File: src/sv/quaternion_axis_angle_rotate_core_macros.svh
// Assertion helpers for the quaternion rotate core.
// Each macro expects clk and rst_n in the scope where it is used.
`ifndef QUATERNION_AXIS_ANGLE_ROTATE_CORE_MACROS_SVH
`define QUATERNION_AXIS_ANGLE_ROTATE_CORE_MACROS_SVH
`ifndef SYNTHESIS
// Same-cycle implication.
`define QAAR_ASSERT_IMP(lbl, ante, cons) \
  lbl: assert property (@(posedge clk) disable iff (!rst_n) (ante) |-> (cons)) \
    else $error("quaternion rotate core: check failed");
// Next-cycle implication.
`define QAAR_ASSERT_NXT(lbl, ante, cons) \
  lbl: assert property (@(posedge clk) disable iff (!rst_n) (ante) |=> (cons)) \
    else $error("quaternion rotate core: check failed");
`else
`define QAAR_ASSERT_IMP(lbl, ante, cons)
`define QAAR_ASSERT_NXT(lbl, ante, cons)
`endif
`endif

File: src/sv/qaar_pkg.sv
package qaar_pkg;

  // Component format and CORDIC depth.
  localparam int COMP_WIDTH    = 16;
  localparam int CORDIC_STAGES = 16;
  localparam int FRAC_BITS     = COMP_WIDTH - 2;
  localparam int ANGLE_W       = 16;

  // The half angle lives in a 32-bit phase: angle shifted up by this much.
  localparam int PHASE_SH  = 15;
  localparam int Q30       = 30;
  localparam int ROUND_SH  = Q30 - FRAC_BITS;

  // CORDIC datapath widths (Q4.30 vector, 2^32-per-turn residual angle).
  localparam int XY_W      = 34;
  localparam int Z_W       = 33;
  localparam int IDX_W     = $clog2(CORDIC_STAGES);
  localparam int TAB_IDX_W = 5;

  // Rounded sin/cos, axis products, Hamilton products and their sums.
  localparam int CS_W  = XY_W - ROUND_SH;
  localparam int AP_W  = CS_W + COMP_WIDTH;
  localparam int HP_W  = CS_W + COMP_WIDTH;
  localparam int HS_W  = HP_W + 2;
  localparam int RND_W = HS_W - FRAC_BITS;

  typedef logic signed [COMP_WIDTH-1:0] comp_t;
  typedef logic signed [CS_W-1:0]       cs_t;
  typedef logic signed [XY_W-1:0]       xy_t;
  typedef logic signed [Z_W-1:0]        z_t;

  localparam comp_t COMP_MAX  = {1'b0, {(COMP_WIDTH-1){1'b1}}};
  localparam comp_t COMP_MIN  = {1'b1, {(COMP_WIDTH-1){1'b0}}};
  localparam xy_t   GAIN_Q30  = XY_W'(652032874);

  typedef struct packed {
    comp_t                quat_w;
    comp_t                quat_x;
    comp_t                quat_y;
    comp_t                quat_z;
    logic [ANGLE_W-1:0]   turn_angle;
    comp_t                axis_x;
    comp_t                axis_y;
    comp_t                axis_z;
  } qaar_in_t;

  typedef struct packed {
    comp_t res_w;
    comp_t res_x;
    comp_t res_y;
    comp_t res_z;
    logic  clipped;
  } qaar_out_t;

  // Operands that ride alongside the CORDIC vector.
  typedef struct packed {
    comp_t quat_w;
    comp_t quat_x;
    comp_t quat_y;
    comp_t quat_z;
    comp_t axis_x;
    comp_t axis_y;
    comp_t axis_z;
    logic  upper;
  } qaar_carry_t;

  typedef struct packed {
    xy_t         x;
    xy_t         y;
    z_t          z;
    qaar_carry_t carry;
  } qaar_cord_t;

  // Input quaternion together with the finished rotation quaternion.
  typedef struct packed {
    comp_t quat_w;
    comp_t quat_x;
    comp_t quat_y;
    comp_t quat_z;
    cs_t   rot_w;
    comp_t rot_x;
    comp_t rot_y;
    comp_t rot_z;
  } qaar_rq_t;

  typedef struct packed {
    logic  hit;
    comp_t val;
  } qaar_sat_t;

  // Arctangent of 2^-i, with 2^32 per turn.
  function automatic z_t atan_turn(input logic [TAB_IDX_W-1:0] idx);
    z_t ang;
    unique case (idx)
      5'd0:    ang = Z_W'(536870912);
      5'd1:    ang = Z_W'(316933406);
      5'd2:    ang = Z_W'(167458907);
      5'd3:    ang = Z_W'(85004756);
      5'd4:    ang = Z_W'(42667331);
      5'd5:    ang = Z_W'(21354465);
      5'd6:    ang = Z_W'(10679838);
      5'd7:    ang = Z_W'(5340245);
      5'd8:    ang = Z_W'(2670163);
      5'd9:    ang = Z_W'(1335087);
      5'd10:   ang = Z_W'(667544);
      5'd11:   ang = Z_W'(333772);
      5'd12:   ang = Z_W'(166886);
      5'd13:   ang = Z_W'(83443);
      5'd14:   ang = Z_W'(41722);
      5'd15:   ang = Z_W'(20861);
      5'd16:   ang = Z_W'(10430);
      5'd17:   ang = Z_W'(5215);
      5'd18:   ang = Z_W'(2608);
      5'd19:   ang = Z_W'(1304);
      5'd20:   ang = Z_W'(652);
      5'd21:   ang = Z_W'(326);
      5'd22:   ang = Z_W'(163);
      5'd23:   ang = Z_W'(81);
      5'd24:   ang = Z_W'(41);
      5'd25:   ang = Z_W'(20);
      5'd26:   ang = Z_W'(10);
      5'd27:   ang = Z_W'(5);
      5'd28:   ang = Z_W'(3);
      5'd29:   ang = Z_W'(1);
      default: ang = '0;
    endcase
    return ang;
  endfunction

  // Clamp a rounded value to the component range and flag the clamp.
  function automatic qaar_sat_t sat_comp(input logic signed [RND_W-1:0] v);
    qaar_sat_t res;
    if (v > RND_W'(COMP_MAX)) begin
      res.hit = 1'b1;
      res.val = COMP_MAX;
    end else if (v < RND_W'(COMP_MIN)) begin
      res.hit = 1'b1;
      res.val = COMP_MIN;
    end else begin
      res.hit = 1'b0;
      res.val = v[COMP_WIDTH-1:0];
    end
    return res;
  endfunction

endpackage

File: src/sv/qaar_rot_build.sv
module qaar_rot_build (
  input  logic                 clk,
  input  logic                 rst_n,
  input  logic                 vld_in,
  output logic                 hold_out,
  input  qaar_pkg::qaar_cord_t data_in,
  output logic                 vld_out,
  input  logic                 hold_in,
  output qaar_pkg::qaar_rq_t   data_out
);
  import qaar_pkg::*;

  logic                    take1;
  logic                    take2;
  logic                    take3;
  logic                    s1_vld_r;
  logic                    s2_vld_r;
  logic                    s3_vld_r;

  xy_t                     c_pre;
  xy_t                     s_pre;
  xy_t                     c_sum;
  xy_t                     s_sum;
  cs_t                     c_nxt;
  cs_t                     s_nxt;
  cs_t                     s1_c_r;
  cs_t                     s1_s_r;
  qaar_carry_t             s1_car_r;

  logic signed [AP_W-1:0]  px_nxt;
  logic signed [AP_W-1:0]  py_nxt;
  logic signed [AP_W-1:0]  pz_nxt;
  logic signed [AP_W-1:0]  s2_px_r;
  logic signed [AP_W-1:0]  s2_py_r;
  logic signed [AP_W-1:0]  s2_pz_r;
  cs_t                     s2_c_r;
  qaar_carry_t             s2_car_r;

  logic signed [AP_W-1:0]  rx_sum;
  logic signed [AP_W-1:0]  ry_sum;
  logic signed [AP_W-1:0]  rz_sum;
  qaar_sat_t               rx_sat;
  qaar_sat_t               ry_sat;
  qaar_sat_t               rz_sat;
  qaar_rq_t                rq_nxt;
  qaar_rq_t                rq_r;

  // Three-stage pipe; each stage loads when empty or when the next one loads.
  assign take3    = !s3_vld_r || !hold_in;
  assign take2    = !s2_vld_r || take3;
  assign take1    = !s1_vld_r || take2;
  assign hold_out = !take1;
  assign vld_out  = s3_vld_r;
  assign data_out = rq_r;

  // Quadrant fix-up, then round cos and sin from Q4.30 to the component format.
  always_comb begin
    if (data_in.carry.upper) begin
      c_pre = -data_in.y;
      s_pre = data_in.x;
    end else begin
      c_pre = data_in.x;
      s_pre = data_in.y;
    end
    c_sum = c_pre + XY_W'(2 ** (ROUND_SH - 1));
    s_sum = s_pre + XY_W'(2 ** (ROUND_SH - 1));
    c_nxt = c_sum[XY_W-1:ROUND_SH];
    s_nxt = s_sum[XY_W-1:ROUND_SH];
  end

  // Scale the axis by the sine.
  always_comb begin
    px_nxt = AP_W'(s1_s_r) * AP_W'($signed(s1_car_r.axis_x));
    py_nxt = AP_W'(s1_s_r) * AP_W'($signed(s1_car_r.axis_y));
    pz_nxt = AP_W'(s1_s_r) * AP_W'($signed(s1_car_r.axis_z));
  end

  // Round the vector part and clamp it; this clamp is not reported.
  always_comb begin
    rx_sum = s2_px_r + AP_W'(2 ** (FRAC_BITS - 1));
    ry_sum = s2_py_r + AP_W'(2 ** (FRAC_BITS - 1));
    rz_sum = s2_pz_r + AP_W'(2 ** (FRAC_BITS - 1));
    rx_sat = sat_comp(RND_W'($signed(rx_sum[AP_W-1:FRAC_BITS])));
    ry_sat = sat_comp(RND_W'($signed(ry_sum[AP_W-1:FRAC_BITS])));
    rz_sat = sat_comp(RND_W'($signed(rz_sum[AP_W-1:FRAC_BITS])));
    rq_nxt.quat_w = s2_car_r.quat_w;
    rq_nxt.quat_x = s2_car_r.quat_x;
    rq_nxt.quat_y = s2_car_r.quat_y;
    rq_nxt.quat_z = s2_car_r.quat_z;
    rq_nxt.rot_w  = s2_c_r;
    rq_nxt.rot_x  = rx_sat.val;
    rq_nxt.rot_y  = ry_sat.val;
    rq_nxt.rot_z  = rz_sat.val;
  end

  always_ff @(posedge clk) begin
    if (!rst_n) begin
      s1_vld_r <= 1'b0;
      s2_vld_r <= 1'b0;
      s3_vld_r <= 1'b0;
    end else begin
      if (take1) begin
        s1_vld_r <= vld_in;
      end
      if (take2) begin
        s2_vld_r <= s1_vld_r;
      end
      if (take3) begin
        s3_vld_r <= s2_vld_r;
      end
    end
  end

  always_ff @(posedge clk) begin
    if (take1 && vld_in) begin
      s1_c_r   <= c_nxt;
      s1_s_r   <= s_nxt;
      s1_car_r <= data_in.carry;
    end
    if (take2 && s1_vld_r) begin
      s2_px_r  <= px_nxt;
      s2_py_r  <= py_nxt;
      s2_pz_r  <= pz_nxt;
      s2_c_r   <= s1_c_r;
      s2_car_r <= s1_car_r;
    end
    if (take3 && s2_vld_r) begin
      rq_r     <= rq_nxt;
    end
  end

endmodule

File: config.mk
export PLATFORM = sky130hd
export DESIGN_NAME = qaar_rot_build
export DESIGN_NICKNAME = d
export VERILOG_FILES = /design/src/sv/quaternion_axis_angle_rotate_core_macros.svh /design/src/sv/qaar_pkg.sv /design/src/sv/qaar_rot_build.sv
export SDC_FILE = /design/constraint.sdc
export NUM_CORES = 2
export LEC_CHECK = 0
export BUFFER_PORTS_ARGS = -buffer_cell sky130_fd_sc_hd__buf_2
export CAP_MARGIN = 20
export CORE_ASPECT_RATIO = 0.6
export CORE_UTILIZATION = 30
export DETAILED_ROUTE_END_ITERATION = 12
export GPL_TIMING_DRIVEN = 0
export PLACE_DENSITY = 0.48
export SKIP_CTS_REPAIR_TIMING = 1
export SYNTH_ARGS = -nofsm -noshare
export SYNTH_HDL_FRONTEND = slang
export SYNTH_SLANG_ARGS = --single-unit
File: constraint.sdc
create_clock -name clk -period 16.3 [get_ports clk]
set_clock_uncertainty 0.15 [all_clocks]
set_input_delay 1.63 -clock clk [delete_from_list [all_inputs] [get_ports clk]]
set_output_delay 1.63 -clock clk [all_outputs]
set_load 0.005 [all_outputs]
# Word level (Yosys, flattened, before mapping)
# Index checks and enable logic that the tools add are counted.
dict set report word_totals {
  ff_bits 465
  latchBits 0
  mem_bits_rw 0
  rom_bits 0
  inputBits 218
  output_inout_bits 132
  word_cells 59
  n_memories 0
}
dict set report classes {
  add_sub_neg 6
  multipliers 3
  n_div 0
  magnitude_cmp 6
  eq_ne 0
  shift 0
  mux 5
  bitwise 0
  reduce_logical 11
}
# cell n
set ops {}
lappend ops {{$add A34 B15 Y34 const B} 3}
lappend ops {{$mul A18 B16 Y34} 3}
lappend ops {{$add A34 B17 Y34 const B} 2}
lappend ops {{$mux W34} 2}
lappend ops {{$gt A20 B16 Y1 const B} 3}
lappend ops {{$lt A20 B16 Y1 const B} 3}
lappend ops {{$mux W16} 3}
lappend ops {{$neg A34 Y34} 1}
lappend ops {{$logic_not A1 Y1} 5}
lappend ops {{$logic_and A1 B1 Y1} 3}
lappend ops {{$logic_or A1 B1 Y1} 3}

# Logic depth before layout (Yosys ltp)
dict set report logic_depth {
  ltp_word 5
  ltp_mapped 26
  mapped_depth_nobuf 25
}

# Worst setup path before layout
# Ideal clock, no wire load.
dict set report synth_path {
  path_type {input port to flip-flop}
  startpoint {input port hold_in}
  endpoint {register rq_r, in the netlist data_out[0] (enable)}
  setup_time_ns 0.816
  t_arrival_ns 11.026
  required_ns 15.334
  slack_ns 4.308
  stages 1
  path_buffers 0
  cell_sequence {a21boi_0}
}
dict set report synth_between {
  elab_chain_len 3
}
# item line
set synth_lines {}
lappend synth_lines {{from (decl)} qaar_rot_build.sv:8} ;# input logic hold_in,
lappend synth_lines {{$logic_not A1 Y1} qaar_rot_build.sv:49} ;# assign take3 = !s3_vld_r || !hold_in;
lappend synth_lines {{$logic_or A1 B1 Y1} qaar_rot_build.sv:49}
lappend synth_lines {{$logic_and A1 B1 Y1} qaar_rot_build.sv:127} ;# if (take3 && s2_vld_r) begin
lappend synth_lines {{to (signal assigned)} qaar_rot_build.sv:128} ;# rq_r <= rq_nxt;
lappend synth_lines {{to (decl)} qaar_rot_build.sv:46} ;# qaar_rq_t rq_r;
# No other way between the ends.
# A chain may end at the register's enable or synchronous reset.

# Final worst setup path
dict set report layout_path {
  startpoint {register s1_s_r[9]}
  endpoint {register s2_px_r[33], data pin}
}
dict set report layout_between {
  elab_chain_len 1
}
# item line
set layout_lines {}
lappend layout_lines {{from (decl)} qaar_rot_build.sv:27} ;# cs_t s1_s_r;
lappend layout_lines {{from (signal assigned)} qaar_rot_build.sv:117} ;# s1_s_r <= s_nxt;
lappend layout_lines {{$mul A18 B16 Y34} qaar_rot_build.sv:73} ;# px_nxt = AP_W'(s1_s_r) * AP_W'($signed(s1_car_r.axis_x));
lappend layout_lines {{named net px_nxt[33]} qaar_rot_build.sv:30} ;# logic signed [AP_W-1:0] px_nxt;
lappend layout_lines {{to (signal assigned)} qaar_rot_build.sv:121} ;# s2_px_r <= px_nxt;
lappend layout_lines {{to (decl)} qaar_rot_build.sv:33} ;# logic signed [AP_W-1:0] s2_px_r;
# The timed path passes the listed nets, and every way through them passes these cells.

==> metrics.md <==
| Metric | Value |
|---|---|
| Final slew viol count | `0` |
| Largest cells by area after synthesis | `fa_1 (37%), edfxtp_1 (27%), inv_1 (7.7%), ha_1 (6.8%), and2_1 (5.5%)` |
| Dpl hpwl | `~120000 um` |
| Met2 usage in global routing | `0.252` |
| Final WS setup | `slightly above 7000 ps` |
| Avg Cell Area, Syn | `about 11 um^2` |
| Status | `complete, no violations` |
| Setup Crit Path Kind | `reg -> reg` |
| Largest net degree at the start of global routing | `31` |
| Slew headroom | `0.178` |
| Row count | `approximately 110` |
| Share of cells above drive strength 1 | `0.100` |
| Top_reg_cell synth | `edfxtp_1` |
| Post-synth top area cell | `fa_1` |
| Final setup viols | `0` |
| Worst slew pin tran | `approximately 1200 ps` |
| Non-Filler Instances | `6760` |
| FMAX | `approximately 110 MHz` |
| Worst setup SP type | `register` |
| Setup crit end kind | `register` |
| Antenna violations before repair | `31` |
| DRC | `0` |
| Routability cong. | `between 0.9 and 1` |
| Nets | `around 6000` |
| Starting density of the core | `0.304` |
| Worst-path clk slew | `~60 ps` |
| Die X | `just over 500 um` |
| Drt total wl | `roughly 140000 um` |
| Cell area after synthesis | `roughly 0.047 mm^2` |
| Fillers | `between 15000 and 20000` |
| Placed Cells | `roughly 6700` |
| Yosys warnings | `0` |
| Gr busiest metal | `met1` |
| Worst Hold Class | `reg -> reg` |
| TritonCTS clock tree | `yes` |
| Crit share post-route | `0.555` |
| Syn_nets | `5613` |
| Post-synthesis sequential area ratio | `0.273` |
| Antenna-violating nets left | `0` |
| Synth top area share | `0.371` |
| Hold Fails Final Rpt | `0` |
| H-tree depth | `2` |
| CTS Sinks | `426` |
| Met1 Track Usage GR | `0.287` |
| Die Span Y | `between 300 and 400 um` |
| CP max FO | `11` |
| Clock Path Buffers | `3` |
| Most frequent cells after synthesis | `inv_1 (964), fa_1 (867), nand2_1 (445), edfxtp_1 (423), and2_1 (409)` |
| Clk_lat worst skew | `between 600 and 700 ps` |
| Required @ worst endpoint | `between 15000 and 20000 ps` |
| Pre-CTS setup slack | `7340 ps` |
| Total CTS buffers | `49` |
| Starting DRC count in detailed routing | `between 2000 and 3000` |
| WL per Instance | `about 21 um` |
| FF+latch count, synth | `approximately 430` |
| Core area | `0.154 mm^2` |
| Post-synth ARST share | `0` |
| Vias in the first global route | `roughly 32000` |
| Root buffer cell | `clkbuf_16` |
| Grt met3 use | `0.0657` |
| Number of library cell types mapped by synthesis | `between 70 and 80` |
| DR pass1 iterations | `5` |
| Vias | `between 30000 and 40000` |
| Worst Path Arrival | `between 9000 and 10000 ps` |
| Port buffer count | `between 200 and 300` |
| Multi-input gate area | `roughly 0.03 mm^2` |
| Via-to-Cell Ratio | `4.54` |
| Unrepaired setup endpoints after global routing | `no` |
| Synth-to-Final Area Change | `14.1%` |
| Post-synthesis instance total | `about 4300` |
| Tmin final | `a little over 9000 ps` |
| # IOs | `350` |
| Storage element area | `around 0.013 mm^2` |
| Total gr overflow | `0` |
| Total die area | `~0.16 mm^2` |
| Post-synth EDFFs | `approximately 420` |
| First-pass GRT wire length | `about 220000 um` |
| Max Cap Viol | `0` |
| Count leader, synth | `inv_1` |
| GR Util All Layers | `0.188` |
## final timing paths
check	from	end	slack (ps)	cells past startpoint
worst max-delay path	s1_s_r[9]	s2_px_r[33]	7250	24
worst max register to register	s1_s_r[9]	s2_px_r[33]	7250	24
worst min register to register	s2_c_r[14]	data_out[62]	270	0
worst min-delay path	s2_c_r[14]	data_out[62]	270	0
## layout by cell type (no fill, tap or decap), types with 26 or more instances in the layout
cell and n:
nand3_1 32, xnor2_1 106, edfxtp_1 423, fa_1 867, buf_2 305, xor2_1 72
nor2_1 103, nor2b_1 30, clkbuf_16 50, clkbuf_1 169, nand2_1 445, inv_1 964
ha_1 254, o21ai_0 70, a21oi_1 56, buf_8 26, and2_1 409
## flip-flops by register name, summed over array words and instances (netlist names)
register  cells
data_out    130
s1_car_r    112
rq_nxt       64
s2_px_r      21
s2_py_r      21
s2_pz_r      21
s1_c_r       18
s1_s_r       18
s2_c_r       18
s1_vld_r      1
s2_vld_r      1
vld_out       1
## per-stage QoR
stage | area, um^2 | util | setup TNS (ps) | hold slack, ps
6_report | 53400 | 0.347 | 0 | 265
5_1_grt | 53400 | 0.347 | 0 | 267
4_1_cts | 53300 | 0.347 | 0 | 261
3_5_place_dp | 51700 | 0.337 | 0 | 255
3_3_place_gp | 50800 | 0.331 | -478640 | 250
2_1_floorplan | 46800 | - | 0 | 250
## cells by family after synthesis
logic type,after synthesis,synth area share
xor gates and xnor gates,178,0.0333
AOI/OAI and AO/OA,231,0.0312
adders and majority gates,1121,0.439
and+or+nand+nor,1154,0.127
buffers and inverters,1142,0.0918
muxes,22,0.00556
DFF,426,0.273
## final cells by class
class	count	share of cell area
inverter	964	0.0677
clock buffer	55	0.0238
sequential	426	0.239
buffer	178	0.0128
tap	2034	0.0476
timing repair buffer	349	0.0459
antenna	19	0.000890
clock inverter	29	0.00494
multi-input combinational	2706	0.557
## critical path, stage by stage (launching register included)
cell and delay (ps):
edfxtp_1 440, clkbuf_1 830, clkbuf_1 910, nand2_1 160, fa_1 510, fa_1 520, fa_1 510, inv_1 60
fa_1 490, fa_1 490, inv_1 60, fa_1 480, inv_1 60, ha_1 290, and3_1 210, a221oi_1 730
o21a_1 270, a21oi_1 100, o31a_1 380, a22o_1 270, o21ai_1 200, a21oi_1 130, a21o_1 220, a21oi_1 170
xnor2_1 100
## per-layer routing
metal / vias to the layer above / part of all wire
met2: 1060 / 0.39
met1: 15700 / 0.48
met5: - / 0.00042
met4: 10 / 0.015
li1: 13800 / -
met3: 122 / 0.12
Power is not shown: default switching activity piles up to over one toggle a cycle in this logic, so the estimate is an artifact.
