## src/sv/quaternion_axis_angle_rotate_core_macros.svh

```systemverilog
// Assertion helpers for the quaternion rotate core.
// Each macro expects clk and rst_n in the scope where it is used.
`ifndef QUATERNION_AXIS_ANGLE_ROTATE_CORE_MACROS_SVH
`define QUATERNION_AXIS_ANGLE_ROTATE_CORE_MACROS_SVH
`ifndef SYNTHESIS
// Same-cycle implication.
`define QAAR_ASSERT_IMP(lbl, ante, cons) \
  lbl: assert property (@(posedge clk) disable iff (!rst_n) (ante) |-> (cons)) \
    else $error("quaternion rotate core: check failed");
// Next-cycle implication.
`define QAAR_ASSERT_NXT(lbl, ante, cons) \
  lbl: assert property (@(posedge clk) disable iff (!rst_n) (ante) |=> (cons)) \
    else $error("quaternion rotate core: check failed");
`else
`define QAAR_ASSERT_IMP(lbl, ante, cons)
`define QAAR_ASSERT_NXT(lbl, ante, cons)
`endif
`endif

```

## src/sv/qaar_pkg.sv

```systemverilog
package qaar_pkg;

  // Component format and CORDIC depth.
  localparam int COMP_WIDTH    = 16;
  localparam int CORDIC_STAGES = 16;
  localparam int FRAC_BITS     = COMP_WIDTH - 2;
  localparam int ANGLE_W       = 16;

  // The half angle lives in a 32-bit phase: angle shifted up by this much.
  localparam int PHASE_SH  = 15;
  localparam int Q30       = 30;
  localparam int ROUND_SH  = Q30 - FRAC_BITS;

  // CORDIC datapath widths (Q4.30 vector, 2^32-per-turn residual angle).
  localparam int XY_W      = 34;
  localparam int Z_W       = 33;
  localparam int IDX_W     = $clog2(CORDIC_STAGES);
  localparam int TAB_IDX_W = 5;

  // Rounded sin/cos, axis products, Hamilton products and their sums.
  localparam int CS_W  = XY_W - ROUND_SH;
  localparam int AP_W  = CS_W + COMP_WIDTH;
  localparam int HP_W  = CS_W + COMP_WIDTH;
  localparam int HS_W  = HP_W + 2;
  localparam int RND_W = HS_W - FRAC_BITS;

  typedef logic signed [COMP_WIDTH-1:0] comp_t;
  typedef logic signed [CS_W-1:0]       cs_t;
  typedef logic signed [XY_W-1:0]       xy_t;
  typedef logic signed [Z_W-1:0]        z_t;

  localparam comp_t COMP_MAX  = {1'b0, {(COMP_WIDTH-1){1'b1}}};
  localparam comp_t COMP_MIN  = {1'b1, {(COMP_WIDTH-1){1'b0}}};
  localparam xy_t   GAIN_Q30  = XY_W'(652032874);

  typedef struct packed {
    comp_t                quat_w;
    comp_t                quat_x;
    comp_t                quat_y;
    comp_t                quat_z;
    logic [ANGLE_W-1:0]   turn_angle;
    comp_t                axis_x;
    comp_t                axis_y;
    comp_t                axis_z;
  } qaar_in_t;

  typedef struct packed {
    comp_t res_w;
    comp_t res_x;
    comp_t res_y;
    comp_t res_z;
    logic  clipped;
  } qaar_out_t;

  // Operands that ride alongside the CORDIC vector.
  typedef struct packed {
    comp_t quat_w;
    comp_t quat_x;
    comp_t quat_y;
    comp_t quat_z;
    comp_t axis_x;
    comp_t axis_y;
    comp_t axis_z;
    logic  upper;
  } qaar_carry_t;

  typedef struct packed {
    xy_t         x;
    xy_t         y;
    z_t          z;
    qaar_carry_t carry;
  } qaar_cord_t;

  // Input quaternion together with the finished rotation quaternion.
  typedef struct packed {
    comp_t quat_w;
    comp_t quat_x;
    comp_t quat_y;
    comp_t quat_z;
    cs_t   rot_w;
    comp_t rot_x;
    comp_t rot_y;
    comp_t rot_z;
  } qaar_rq_t;

  typedef struct packed {
    logic  hit;
    comp_t val;
  } qaar_sat_t;

  // Arctangent of 2^-i, with 2^32 per turn.
  function automatic z_t atan_turn(input logic [TAB_IDX_W-1:0] idx);
    z_t ang;
    unique case (idx)
      5'd0:    ang = Z_W'(536870912);
      5'd1:    ang = Z_W'(316933406);
      5'd2:    ang = Z_W'(167458907);
      5'd3:    ang = Z_W'(85004756);
      5'd4:    ang = Z_W'(42667331);
      5'd5:    ang = Z_W'(21354465);
      5'd6:    ang = Z_W'(10679838);
      5'd7:    ang = Z_W'(5340245);
      5'd8:    ang = Z_W'(2670163);
      5'd9:    ang = Z_W'(1335087);
      5'd10:   ang = Z_W'(667544);
      5'd11:   ang = Z_W'(333772);
      5'd12:   ang = Z_W'(166886);
      5'd13:   ang = Z_W'(83443);
      5'd14:   ang = Z_W'(41722);
      5'd15:   ang = Z_W'(20861);
      5'd16:   ang = Z_W'(10430);
      5'd17:   ang = Z_W'(5215);
      5'd18:   ang = Z_W'(2608);
      5'd19:   ang = Z_W'(1304);
      5'd20:   ang = Z_W'(652);
      5'd21:   ang = Z_W'(326);
      5'd22:   ang = Z_W'(163);
      5'd23:   ang = Z_W'(81);
      5'd24:   ang = Z_W'(41);
      5'd25:   ang = Z_W'(20);
      5'd26:   ang = Z_W'(10);
      5'd27:   ang = Z_W'(5);
      5'd28:   ang = Z_W'(3);
      5'd29:   ang = Z_W'(1);
      default: ang = '0;
    endcase
    return ang;
  endfunction

  // Clamp a rounded value to the component range and flag the clamp.
  function automatic qaar_sat_t sat_comp(input logic signed [RND_W-1:0] v);
    qaar_sat_t res;
    if (v > RND_W'(COMP_MAX)) begin
      res.hit = 1'b1;
      res.val = COMP_MAX;
    end else if (v < RND_W'(COMP_MIN)) begin
      res.hit = 1'b1;
      res.val = COMP_MIN;
    end else begin
      res.hit = 1'b0;
      res.val = v[COMP_WIDTH-1:0];
    end
    return res;
  endfunction

endpackage

```

## src/sv/qaar_cordic_cell.sv

```systemverilog
module qaar_cordic_cell (
  input  logic                     clk,
  input  logic                     rst_n,
  input  logic [qaar_pkg::IDX_W-1:0] stage_idx,
  input  logic                     vld_in,
  output logic                     hold_out,
  input  qaar_pkg::qaar_cord_t     data_in,
  output logic                     vld_out,
  input  logic                     hold_in,
  output qaar_pkg::qaar_cord_t     data_out
);
  import qaar_pkg::*;

  logic       take;
  logic       vld_r;
  qaar_cord_t cord_r;
  qaar_cord_t cord_nxt;
  xy_t        dx;
  xy_t        dy;
  z_t         ang;

  // The cell loads whenever it is empty or its beat moves on downstream.
  assign take     = !vld_r || !hold_in;
  assign hold_out = !take;
  assign vld_out  = vld_r;
  assign data_out = cord_r;

  // One micro-rotation; the sign of the residual angle picks the direction.
  always_comb begin
    dx       = $signed(data_in.y) >>> stage_idx;
    dy       = $signed(data_in.x) >>> stage_idx;
    ang      = atan_turn(TAB_IDX_W'(stage_idx));
    cord_nxt = data_in;
    if (!data_in.z[Z_W-1]) begin
      cord_nxt.x = data_in.x - dx;
      cord_nxt.y = data_in.y + dy;
      cord_nxt.z = data_in.z - ang;
    end else begin
      cord_nxt.x = data_in.x + dx;
      cord_nxt.y = data_in.y - dy;
      cord_nxt.z = data_in.z + ang;
    end
  end

  always_ff @(posedge clk) begin
    if (!rst_n) begin
      vld_r <= 1'b0;
    end else if (take) begin
      vld_r <= vld_in;
    end
  end

  always_ff @(posedge clk) begin
    if (take && vld_in) begin
      cord_r <= cord_nxt;
    end
  end

endmodule

```

## config.mk

```make
export PLATFORM = sky130hd
export DESIGN_NAME = qaar_cordic_cell
export DESIGN_NICKNAME = d
export VERILOG_FILES = /design/src/sv/quaternion_axis_angle_rotate_core_macros.svh /design/src/sv/qaar_pkg.sv /design/src/sv/qaar_cordic_cell.sv
export SDC_FILE = /design/constraint.sdc
export NUM_CORES = 1
export LEC_CHECK = 0
export BUFFER_PORTS_ARGS = -buffer_cell sky130_fd_sc_hd__buf_4
export CAP_MARGIN = 25
export CELL_PAD_IN_SITES_DETAIL_PLACEMENT = 0
export CELL_PAD_IN_SITES_GLOBAL_PLACEMENT = 2
export CORE_MARGIN = 4
export CORE_UTILIZATION = 37
export CTS_CLUSTER_SIZE = 25
export DETAILED_ROUTE_END_ITERATION = 7
export HOLD_SLACK_MARGIN = 0.06
export PLACE_DENSITY_LB_ADDON = 0.1
export SYNTH_ARGS = -nofsm -noshare
export SYNTH_HDL_FRONTEND = slang
export SYNTH_SLANG_ARGS = --single-unit
```

## constraint.sdc

```tcl
create_clock -name clk -period 36.9 [get_ports clk]
set_input_delay 7.38 -clock clk [delete_from_list [all_inputs] [get_ports clk]]
set_output_delay 7.38 -clock clk [all_outputs]
set_load 0.02 [all_outputs]
```

[Word-level counts from Yosys, hierarchy flattened]
Memories as Yosys holds them, arrays and structs flattened.
Index checks and enable logic that the tools add are counted.
Word-level totals
  flip-flop bits (word level): 215
  memory bits (read-only): 480
  input port bits: 222
  output and inout bits: 216
  logic and storage cells: 27
  memories: 1
Memory list
  (name not given): depth 16, bits a word 30, read ports 1, clocked after Yosys merged registers in 0, write ports 0, line qaar_pkg.sv:94  | unique case (idx)
Cells by class
  add/subtract/negate cells: 6
  shift-type cells: 2
  muxes and demuxes: 1
  reductions and logical operators: 5
Operators with widths (number)
  $mux W101: 1
  $add A34 B34 Y34: 2
  $sshr A34 B4 Y34: 2
  $sub A34 B34 Y34: 2
  $add A33 B33 Y33: 1
  $sub A33 B33 Y33: 1
  $logic_not A1 Y1: 3
  $logic_and A1 B1 Y1: 1
  $logic_or A1 B1 Y1: 1

[Logic depth before layout (Yosys ltp)]
Gate-level depths: netlist (run 1).
  depth in word-level cells: 3
  depth in mapped cells: 26
  depth with buffers taken out: 20

[Worst setup path after synthesis (run 1)]
No wires, ideal clock.
  path kind: in2reg
  start: input hold_in
  end: register cord_r, in the netlist data_out[0], enable pin
  setup time: 0.812 ns
  data arrival time: 16.981 ns
  data required time: 36.088 ns
  slack: 19.106 ns
  stages on the path: 2
  path buffers: 0
  cells stage by stage: and2_1 > nor2b_1
On the way
  cells in the longest elaborated chain, start to end: 3
Ends and longest elaborated chain
  from (decl): line qaar_cordic_cell.sv:9  | input logic hold_in,
  $logic_not A1 Y1: line qaar_cordic_cell.sv:23  | assign take = !vld_r || !hold_in;
  $logic_or A1 B1 Y1: line qaar_cordic_cell.sv:23
  $logic_and A1 B1 Y1: line qaar_cordic_cell.sv:54  | if (take && vld_in) begin
  to (signal assigned): line qaar_cordic_cell.sv:55  | cord_r <= cord_nxt;
  to (decl): line qaar_cordic_cell.sv:16  | qaar_cord_t cord_r;
Every way passes these cells.
A chain may end at the register's enable or synchronous reset.

[Final worst setup path (run 1)]
  start: input hold_in
  end: output hold_out
On the way
  cells in the longest elaborated chain, start to end: 3
Ends and longest elaborated chain
  $logic_not A1 Y1: line qaar_cordic_cell.sv:23
  $logic_or A1 B1 Y1: line qaar_cordic_cell.sv:23
  $logic_not A1 Y1: line qaar_cordic_cell.sv:24  | assign hold_out = !take;
  to (decl): line qaar_cordic_cell.sv:6  | output logic hold_out,
Every way passes these cells.

==> flow_metrics.env, run 1 <==
export IMPL_status="complete, no violations"
export IMPL_hp_start="vld_out"
export IMPL_netlist_area_mm2=0.0179
export IMPL_min_to="vld_out"
export IMPL_grt_first_pass_wirelength_um=91600
export IMPL_power_switching_uw=347
export IMPL_initialDrtViolationCount=1125
export IMPL_finalCritPeriodShare_pct=41.3
export IMPL_crit_family="buffers and inverters"
export IMPL_first_global_vias=15231
export IMPL_fp_dieArea_mm2=0.0520
export IMPL_combPwrFrac_pct=42.8
export IMPL_p_total_uw=986
export IMPL_async_reset_ff_share_pct=0
export IMPL_clkSinkCount=215
export IMPL_coreArea_mm2=0.0478
export IMPL_drt_vias_per_instance=5.63
export IMPL_worstHoldPathType="reg -> reg"
export IMPL_p_leak_uw=0.00936
export IMPL_clk_pin_slew_worst_paths_ps=50
export IMPL_wl_per_cell_um=22.0
export IMPL_cp_num_buf_inv=2
export IMPL_synth_seq_cells=215
export IMPL_numPortBuffers=437
export IMPL_ant_nets=0
export IMPL_crit_fanout=3
export IMPL_setup_ws_ps=21670
export IMPL_stdcell_count=2732
export IMPL_worst_pin_slew_ps=1050
export IMPL_synth_top_area_share_pct=35.9
export IMPL_num_io_pins=438
export IMPL_maxCapViolations=0
export IMPL_yosys_most_used_dff="edfxtp_1"
export IMPL_cts_buffers=26
export IMPL_crit_path_frequent_cell="buf_4"
export IMPL_tns_ps=0
export IMPL_grt_start_max_net_pins=83
export IMPL_holdBufCountCts=0
export IMPL_die_height_um=228
export IMPL_dr_total_vias=15374
export IMPL_dr_pass1_iters=5
export IMPL_critPathCaptureType="output port"
export IMPL_power_density_mw_per_mm2=43.9
export IMPL_p_clk_share_pct=23.8
export IMPL_placementRows=80
export IMPL_antenna_found_initial=0
export IMPL_critPathSlowestCell="and2_1"
export IMPL_start_kind="input pin"
export IMPL_syn_inst=1702
export IMPL_critical_path_class="in -> out"
export IMPL_timing_hold_ws_ps=721
export IMPL_root_buffer="clkbuf_16"
export IMPL_r2r_cells=7
export IMPL_wl_um=60000
export IMPL_ff2ff_setup_slack_ps=34060
export IMPL_yosysTopAreaCell="edfxtp_1"
export IMPL_internal_power_uw=639
export IMPL_ir_drop_uv=31.6
export IMPL_min_delay_path_depth=2
export IMPL_cts_tree="yes"
export IMPL_nets=2433
export IMPL_diodes=0
export IMPL_place_ws_ps=21680
export IMPL_final_hold_violation_count=0
export IMPL_syn_nets=2034
export IMPL_hpwl_um=47200
export IMPL_rsz0062_at_grt="false"
export IMPL_grt_usage_pct=22.0
export IMPL_power_share_switching_pct=35.2
export IMPL_synth_cell_type_count=89
export IMPL_r2r_end="data_out[159]"
export IMPL_start_util_pct=37.4
export IMPL_fmax_ghz=0.0657
export IMPL_htree_levels=1
export IMPL_pwr_share_seq_pct=33.4
export IMPL_synth_edf_count=214
export IMPL_r2r_start="vld_out"
export IMPL_max_slew_margin_pct=29.6
export IMPL_finalMaxSlewViolations=0
export IMPL_clock_latency_ps=550
export IMPL_syn_to_final_growth_pct=25.4
export IMPL_crit_chain="buf_4, and2_1, buf_4"
export IMPL_dpl_cell_count=2686
export IMPL_setup_viol=0
export IMPL_post_cts_resized=0
export IMPL_crit_cells=3
export IMPL_yosysSeqAreaShare_pct=36.0
export IMPL_yosysWarnings=0
export IMPL_postCtsSetupBuffers=0
export IMPL_die_w_um=228
export IMPL_worst_endpoint_arrival_ps=7850
export IMPL_period_minus_slack_ps=15230
export IMPL_drc=0
export IMPL_postSynthAreaPerCell_um2=10.5
export IMPL_grt_overflow_total=0
export IMPL_cp_data_required_time_ps=29520
export IMPL_synth_area_leaders="edfxtp_1 36%, mux4_2 9.2%, ha_1 7.5%"
export IMPL_drive_gt1_share_pct=29.3
export IMPL_nFillCells=4591
export IMPL_clockBufferDepth=3
export IMPL_cp_slowest_stage_delay_ps=190
export IMPL_gp_congestion=0.868
export IMPL_skew_ps=16.8
-- power by group through the flow --
stage          clock network [uW]  logic (uW)  registers [uW]
6_report                      234         422             330
5_1_grt                       253         462             333
4_1_cts                       242         425             330
3_5_place_dp                    0         424             335
3_3_place_gp                    0         422             334
2_1_floorplan                   0         239             383
-- worst reg2reg max path, stage by stage (launching register included) --
cell and delay (ps):
dfxtp_1 310, and2_1 180, nor2b_4 110, buf_4 570, buf_4 300, buf_16 330
buf_4 300, buf_16 330
-- cell families (layout without fill, tap and decap cells) --
logic type	count (synthesis)	in the layout	synth area share (%)
AOI/OAI and AO/OA	471	471	17.0
xor gates and xnor gates	178	178	8.75
adders and majority gates	110	110	7.81
buffers and inverters	118	533	3.16
DFF	215	215	36.0
muxes	181	181	15.6
and+or+nand+nor	429	429	11.7
-- cells in the final DEF, fill, tap and decap left out, types with 8 or more instances in the layout --
cell	netlist	routed
a211o_1	8	8
a211oi_1	13	13
a21o_1	53	53
a21oi_1	151	151
a221oi_1	9	9
a22oi_1	11	11
a31oi_1	25	25
and2_1	20	20
and3_1	14	14
buf_4	9	448
clkbuf_16	0	26
edfxtp_1	214	214
ha_1	107	107
inv_1	36	36
mux2_2	34	34
mux2i_1	72	72
mux4_2	73	73
nand2_1	124	124
nand2b_1	26	26
nand3_1	27	27
nand4_1	8	8
nor2_1	117	117
nor2b_1	29	28
nor3_1	21	21
o21a_1	23	23
o21ai_0	82	82
o21bai_1	12	12
o22ai_1	9	9
xnor2_1	110	110
xor2_1	67	67
-- state kept, by name, summed over array words and instances (netlist names) --
signal	count
data_out	214
vld_out	1
-- cell type report --
type                    instances  area [um2]  area share (%)
inverters                      38         143           0.635
clock inverters                14         110           0.490
well taps                     615         769            3.42
multi-input cells            1369       10900            48.5
repair buffers                451        3430            15.3
flip-flops and latches        215        6450            28.7
clock buffers                  30         666            2.96
-- routing by layer --
metal	global-route usage [%]	wire length, um	share of wire [%]	up-vias
met5	0	0	0	-
met4	7.27	2150	3.6	0
met3	2.99	2990	5.0	98
met2	39.5	30400	51	479
met1	27.1	24500	41	7486
li1	-	-	-	7311
-- worst max path at each step --
stage,from,end,slack (ps)
floorplan,hold_in,data_out[0],19110
global placement,hold_in,hold_out,21680
detailed placement,hold_in,hold_out,21680
CTS,hold_in,hold_out,21670
global route,hold_in,hold_out,21660
finish,hold_in,hold_out,21670
-- per-stage QoR --
step | area (um2) | utilization [%]
3_5_place_dp | 21600 | 45.2
3_3_place_gp | 21600 | 45.2
4_1_cts | 22400 | 46.8
2_1_floorplan | 17900 | -
5_1_grt | 22500 | 47.0
6_report | 22500 | 47.0
-- Yosys cell counts, drive strengths merged (6+ instances only) --
library cell and n:
ha 107, and2 21, a221oi 9, a21o 53
mux2 34, o21bai 12, xor2 67, o211ai 7
edfxtp 214, clkbuf 30, buf 50, inv 38
nor2b 29, nand3 28, or2 8, nand3b 6
and3 14, a2111oi 6, a22oi 11, nor3 21
mux4 75, a31oi 26, a21oi 152, a211o 8
xnor2 111, mux2i 72, nand2 124, a21boi 7
nor2 118, a211oi 14, o21ai 83, nand2b 26
nand4 8, o22ai 9, o21a 23
Note: power is estimated with default switching activity, not from simulation.
==> inputs of run 2 (changes only) <==
--- a/config.mk
+++ b/config.mk
@@ -10,7 +10,7 @@
 export CELL_PAD_IN_SITES_DETAIL_PLACEMENT = 0
 export CELL_PAD_IN_SITES_GLOBAL_PLACEMENT = 2
 export CORE_MARGIN = 4
-export CORE_UTILIZATION = 37
+export CORE_UTILIZATION = 35
 export CTS_CLUSTER_SIZE = 25
 export DETAILED_ROUTE_END_ITERATION = 7
 export HOLD_SLACK_MARGIN = 0.06
==> constraint.sdc (replaced) <==
create_clock -name clk -period 15.15 [get_ports clk]
set_input_delay 3.03 -clock clk [delete_from_list [all_inputs] [get_ports clk]]
set_output_delay 3.03 -clock clk [all_outputs]
set_load 0.02 [all_outputs]
==> run 2 against run 1 <==
- cell area is 0.25% higher
- sequential power up 140%
- register-to-register slack lost 22000 ps
- worst hold slack got worse by 42 ps
- cell count grew 2.2%
- count of clock-buffer cells in the layout increased by 1
- global-route usage shrank 0.94 points
- flip-flop and latch count unchanged
- utilization fell by 2.2 points
- sequential share of layout area shrank 0.070 points
- setup slack worse by 16000 ps
- critical path type is now in -> reg
- critical endpoint is now data_out[179]
==> flow_metrics.env, run 2 (synthesized netlist as in run 1, its figures left out) <==
export IMPL_status="complete, no violations"
export IMPL_p_total_uw=2430
export IMPL_placementRows=82
export IMPL_dr_pass1_iters=5
export IMPL_cts_buffers=27
export IMPL_postCtsSetupBuffers=0
export IMPL_gr_usage_met1_pct=26.1
export IMPL_ant_nets=0
export IMPL_clock_latency_ps=600
export IMPL_ir_drop_uv=72.8
export IMPL_die_height_um=234
export IMPL_clkSinkCount=215
export IMPL_hpwl_um=48200
export IMPL_holdBufCountCts=0
export IMPL_worst_pin_slew_ps=1130
export IMPL_cts_tree="yes"
export IMPL_initialDrtViolationCount=967
export IMPL_r2r_cells=4
export IMPL_maxCapViolations=0
export IMPL_fmax_ghz=0.111
export IMPL_tns_ps=0
export IMPL_wl_um=61400
export IMPL_skew_ps=44.7
export IMPL_largest_reg_flops=214
export IMPL_final_common_cell="buf_4"
export IMPL_root_buffer="clkbuf_16"
export IMPL_grt_overflow_total=0
export IMPL_clk_pin_slew_worst_paths_ps=60
export IMPL_r2r_end="data_out[36]"
export IMPL_diodes=0
export IMPL_gp_congestion=0.869
export IMPL_fp_dieArea_mm2=0.0549
export IMPL_rsz0062_at_grt="false"
export IMPL_crit_fanout=78
export IMPL_numPortBuffers=437
export IMPL_wl_per_cell_um=22.0
export IMPL_start_kind="input pin"
export IMPL_drt_vias_per_instance=5.46
export IMPL_clockBufferDepth=3
export IMPL_min_to="vld_out"
export IMPL_drive_gt1_share_pct=29.3
export IMPL_cp_data_required_time_ps=15490
export IMPL_critical_path_class="in -> reg"
export IMPL_finalMaxSlewViolations=0
export IMPL_nets=2432
export IMPL_dr_total_vias=15238
export IMPL_grt_first_pass_wirelength_um=89500
export IMPL_num_io_pins=438
export IMPL_coreArea_mm2=0.0504
export IMPL_start_util_pct=35.6
export IMPL_met2_usage_pct=38.3
export IMPL_first_global_vias=14614
export IMPL_setup_viol=0
export IMPL_antenna_found_initial=0
export IMPL_worst_endpoint_arrival_ps=9340
export IMPL_final_cell_mix="448 x buf_4, 214 x edfxtp_1, 151 x a21oi_1, 124 x nand2_1, 117 x nor2_1"
export IMPL_finalCritPeriodShare_pct=59.4
export IMPL_max_slew_margin_pct=24.1
export IMPL_grt_busiest_layer="met2"
export IMPL_r2r_start="vld_out"
export IMPL_hp_start="vld_out"
export IMPL_grt_start_max_net_pins=81
export IMPL_htree_levels=1
export IMPL_place_area_mm2=0.0217
export IMPL_post_cts_resized=0
export IMPL_worstHoldPathType="reg -> reg"
export IMPL_power_density_mw_per_mm2=108
export IMPL_drc=0
export IMPL_p_leak_uw=0.00936
export IMPL_grt_use_met3_pct=3.35
export IMPL_final_hold_violation_count=0
export IMPL_syn_to_final_growth_pct=25.8
export IMPL_die_w_um=234
export IMPL_final_cell_area_mm2=0.0225
export IMPL_ff2ff_setup_slack_ps=11980
export IMPL_grt_usage_pct=21.0
export IMPL_min_delay_path_depth=2
export IMPL_period_minus_slack_ps=9000
export IMPL_critPathCaptureType="register"
run 2: changes by cell type in the layout (fill, tap and decap cells not counted):
cell	change
clkinv_4	+4
buf_16	-2
bufinv_16	-1
clkbuf_16	+1
clkinv_1	+1
clkinv_8	-1
clkinvlp_4	-1
inv_16	+1
inv_6	+1
run 2: how the worst max path moves through the flow:
stage,from,to,cells past startpoint
6_report,stage_idx[0],data_out[179],20
5_1_grt,stage_idx[0],data_out[179],20
4_1_cts,stage_idx[0],data_out[179],20
3_5_place_dp,stage_idx[0],data_out[179],20
3_3_place_gp,stage_idx[1],data_out[136],21
2_1_floorplan,hold_in,data_out[0],2
run 2: area by class of cell:
cell class                      instances  area (um2)
Inverter                               38         143
Timing Repair Buffer                  449        3370
Multi-Input combinational cell       1369       10900
Tap cell                              672         841
Sequential cell                       215        6450
Fill cell                            4902       27900
Clock buffer                           31         691
Clock inverter                         18         124
run 2: critical path, stage by stage:
cell and delay [ps]:
buf_6 550, buf_4 700, mux4_2 600, a22oi_1 160, o21ai_0 200, nor4_1 620, and4bb_1 330, a21oi_1 80
or2_1 330, xnor2_1 250, ha_1 320, a21oi_1 190, o21ai_0 110, a221oi_1 330, o21ai_0 140, a32oi_1 220
o41ai_1 190, o41ai_1 510, o21ai_0 220, xnor2_1 160
run 2: power by group:
group,internal (uW),leakage (uW),switching (uW)
clock,330,0.000400,265
combinational,446,0.00688,583
sequential,780,0.00208,22.6
total,1560,0.00936,871
run 2: per-layer routing:
layer	vias to the layer above	share of wire (%)
met5	-	0
met4	0	2.5
met3	67	6.0
met2	441	51
met1	7419	40
li1	7311	-
run 2: per-stage QoR:
| step | instances | util [%] | hold slack (ps) | worst slack (ps) |
|---|---|---|---|---|
| final | 2792 | 44.7 | 679 | 6150 |
| after global placement | 2743 | 43.1 | 652 | 5630 |
| after global routing | 2792 | 44.7 | 707 | 5570 |
| after floorplan | 1702 | - | 830 | 1710 |
| after detailed placement | 2743 | 43.1 | 670 | 5500 |
| after CTS | 2792 | 44.7 | 684 | 6150 |
==> inputs of run 3 (changes only) <==
==> constraint.sdc (replaced) <==
create_clock -name clk -period 8.47 [get_ports clk]
set_input_delay 1.694 -clock clk [delete_from_list [all_inputs] [get_ports clk]]
set_output_delay 1.694 -clock clk [all_outputs]
set_load 0.02 [all_outputs]
==> run 3 against run 2 <==
- utilization rose by 0.28 points
- wire length is 0.69% higher
- count of clock-buffer cells in the layout unchanged
- worst hold slack improved by 5.8 ps
- combinational power grew 80%
- via count rose by 0.28%
- register-to-register slack got worse by 5300 ps
==> flow_metrics.env, run 3 (synthesized netlist as in run 1, its figures left out) <==
export IMPL_status="complete, no violations"
export IMPL_ir_drop_uv=152
export IMPL_ant_nets=0
export IMPL_grt_start_max_net_pins=156
export IMPL_worstHoldPathType="reg -> reg"
export IMPL_r2r_start="vld_out"
export IMPL_skew_ps=10.7
export IMPL_finalMaxSlewViolations=0
export IMPL_min_to="vld_out"
export IMPL_maxCapViolations=0
export IMPL_root_buffer="clkbuf_16"
export IMPL_rsz0062_at_grt="false"
export IMPL_r2r_cells=3
export IMPL_numPortBuffers=437
export IMPL_dr_total_vias=15280
export IMPL_die_height_um=234
export IMPL_syn_to_final_growth_pct=26.5
export IMPL_grt_first_pass_wirelength_um=90400
export IMPL_cp_data_required_time_ps=8770
export IMPL_diodes=0
export IMPL_place_ws_ps=612
export IMPL_placementRows=82
export IMPL_clockBufferDepth=3
export IMPL_grt_overflow_total=0
export IMPL_power_density_mw_per_mm2=193
export IMPL_postCtsSetupBuffers=0
export IMPL_nFillCells=4879
export IMPL_nets=2446
export IMPL_p_clk_share_pct=24.9
export IMPL_grt_usage_pct=21.2
export IMPL_coreArea_mm2=0.0504
export IMPL_critPathCaptureType="register"
export IMPL_clk_pin_slew_worst_paths_ps=60
export IMPL_htree_levels=1
export IMPL_num_io_pins=438
export IMPL_clock_latency_ps=550
export IMPL_period_minus_slack_ps=7280
export IMPL_die_w_um=234
export IMPL_final_hold_violation_count=0
export IMPL_wl_um=61800
export IMPL_clkSinkCount=215
export IMPL_r2r_end="data_out[171]"
export IMPL_worst_pin_slew_ps=929
export IMPL_min_delay_path_depth=2
export IMPL_critical_path_class="in -> reg"
export IMPL_drive_gt1_share_pct=29.8
export IMPL_gp_congestion=0.868
export IMPL_final_common_cell="buf_4"
export IMPL_setup_viol=0
export IMPL_final_cell_mix="462 x buf_4, 214 x edfxtp_1, 151 x a21oi_1, 124 x nand2_1, 117 x nor2_1"
export IMPL_setup_ws_ps=1190
export IMPL_utilization_pct=45.0
export IMPL_hpwl_um=49000
export IMPL_finalCritPeriodShare_pct=86.0
export IMPL_post_cts_resized=0
export IMPL_cts_tree="yes"
export IMPL_cts_buffers=26
export IMPL_first_global_vias=14897
export IMPL_drt_vias_per_instance=5.45
export IMPL_worst_endpoint_arrival_ps=7580
export IMPL_largest_reg_flops=214
export IMPL_p_leak_uw=0.00945
export IMPL_drc=0
export IMPL_fp_dieArea_mm2=0.0549
export IMPL_antenna_found_initial=0
export IMPL_hp_start="vld_out"
export IMPL_internal_power_uw=2840
export IMPL_ff2ff_setup_slack_ps=6700
export IMPL_wl_per_cell_um=22.0
export IMPL_holdBufCountCts=0
export IMPL_power_switching_uw=1530
export IMPL_start_kind="input pin"
export IMPL_crit_fanout=50
export IMPL_pwr_share_seq_pct=32.8
export IMPL_initialDrtViolationCount=1191
export IMPL_fmax_ghz=0.137
export IMPL_dr_pass1_iters=6
export IMPL_max_slew_margin_pct=38.1
export IMPL_power_share_switching_pct=35.0
export IMPL_combPwrFrac_pct=42.3
export IMPL_tns_ps=0
export IMPL_start_util_pct=35.6
==> run 3: how the worst max path moves through the flow <==
stage / from / endpoint / slack (ps) / depth (start not counted)
2_1_floorplan: hold_in / data_out[0] / 480 / 2
3_3_place_gp: stage_idx[0] / data_out[179] / 780 / 21
3_5_place_dp: stage_idx[0] / data_out[179] / 610 / 21
4_1_cts: stage_idx[0] / data_out[179] / 1180 / 21
5_1_grt: stage_idx[0] / data_out[212] / 470 / 20
6_report: stage_idx[0] / data_out[179] / 1190 / 21
==> run 3: through the flow <==
| stage | hold slack (ps) | total power [uW] | cells | cell area, um2 |
|---|---|---|---|---|
| finish | 685 | 4370 | 2805 | 22700 |
| global route | 741 | 4650 | 2805 | 22700 |
| CTS | 693 | 4430 | 2805 | 22700 |
| detailed placement | 668 | 3320 | 2758 | 21800 |
| global placement | 663 | 3310 | 2758 | 21800 |
| floorplan | 839 | 2700 | 1702 | 17900 |
==> run 3: area by class of cell <==
class / count / area [um2] / share of cell area (%)
Clock buffer: 31 / 691 / 3.05
Clock inverter: 16 / 139 / 0.613
Inverter: 38 / 143 / 0.629
Multi-Input combinational cell: 1369 / 10900 / 48.1
Sequential cell: 215 / 6450 / 28.4
Tap cell: 672 / 841 / 3.71
Timing Repair Buffer: 464 / 3500 / 15.4
==> run 3: power groups by stage <==
stage                     registers, uW  logic [uW]  clock network (uW)
after floorplan                    1660        1040                   0
after global placement             1460        1860                   0
after detailed placement           1460        1860                   0
after CTS                          1440        1860                1130
after global routing               1450        2030                1180
final                              1440        1850                1090
==> run 3: routing by layer <==
metal | routed length [um] | up-vias | global-route usage, % | share of wire [%]
li1 | - | 7346 | - | -
met1 | 24800 | 7375 | 26.5 | 40
met2 | 31500 | 486 | 38.0 | 51
met3 | 3940 | 73 | 3.35 | 6.4
met4 | 1510 | 0 | 5.51 | 2.4
met5 | 0 | - | 0 | 0
==> run 3: critical path: stages <==
cell and delay (ps):
buf_6 390, buf_4 500, buf_4 420, mux2i_1 280
mux4_2 290, o21ai_0 160, nor4_1 600, and4bb_1 330
a21oi_1 70, or2_1 330, xnor2_1 170, ha_1 340
a21oi_1 170, o21ai_0 100, a221oi_1 330, o21ai_0 150
a32oi_1 220, o41ai_1 140, o41ai_1 470, o21ai_0 210
xnor2_1 160
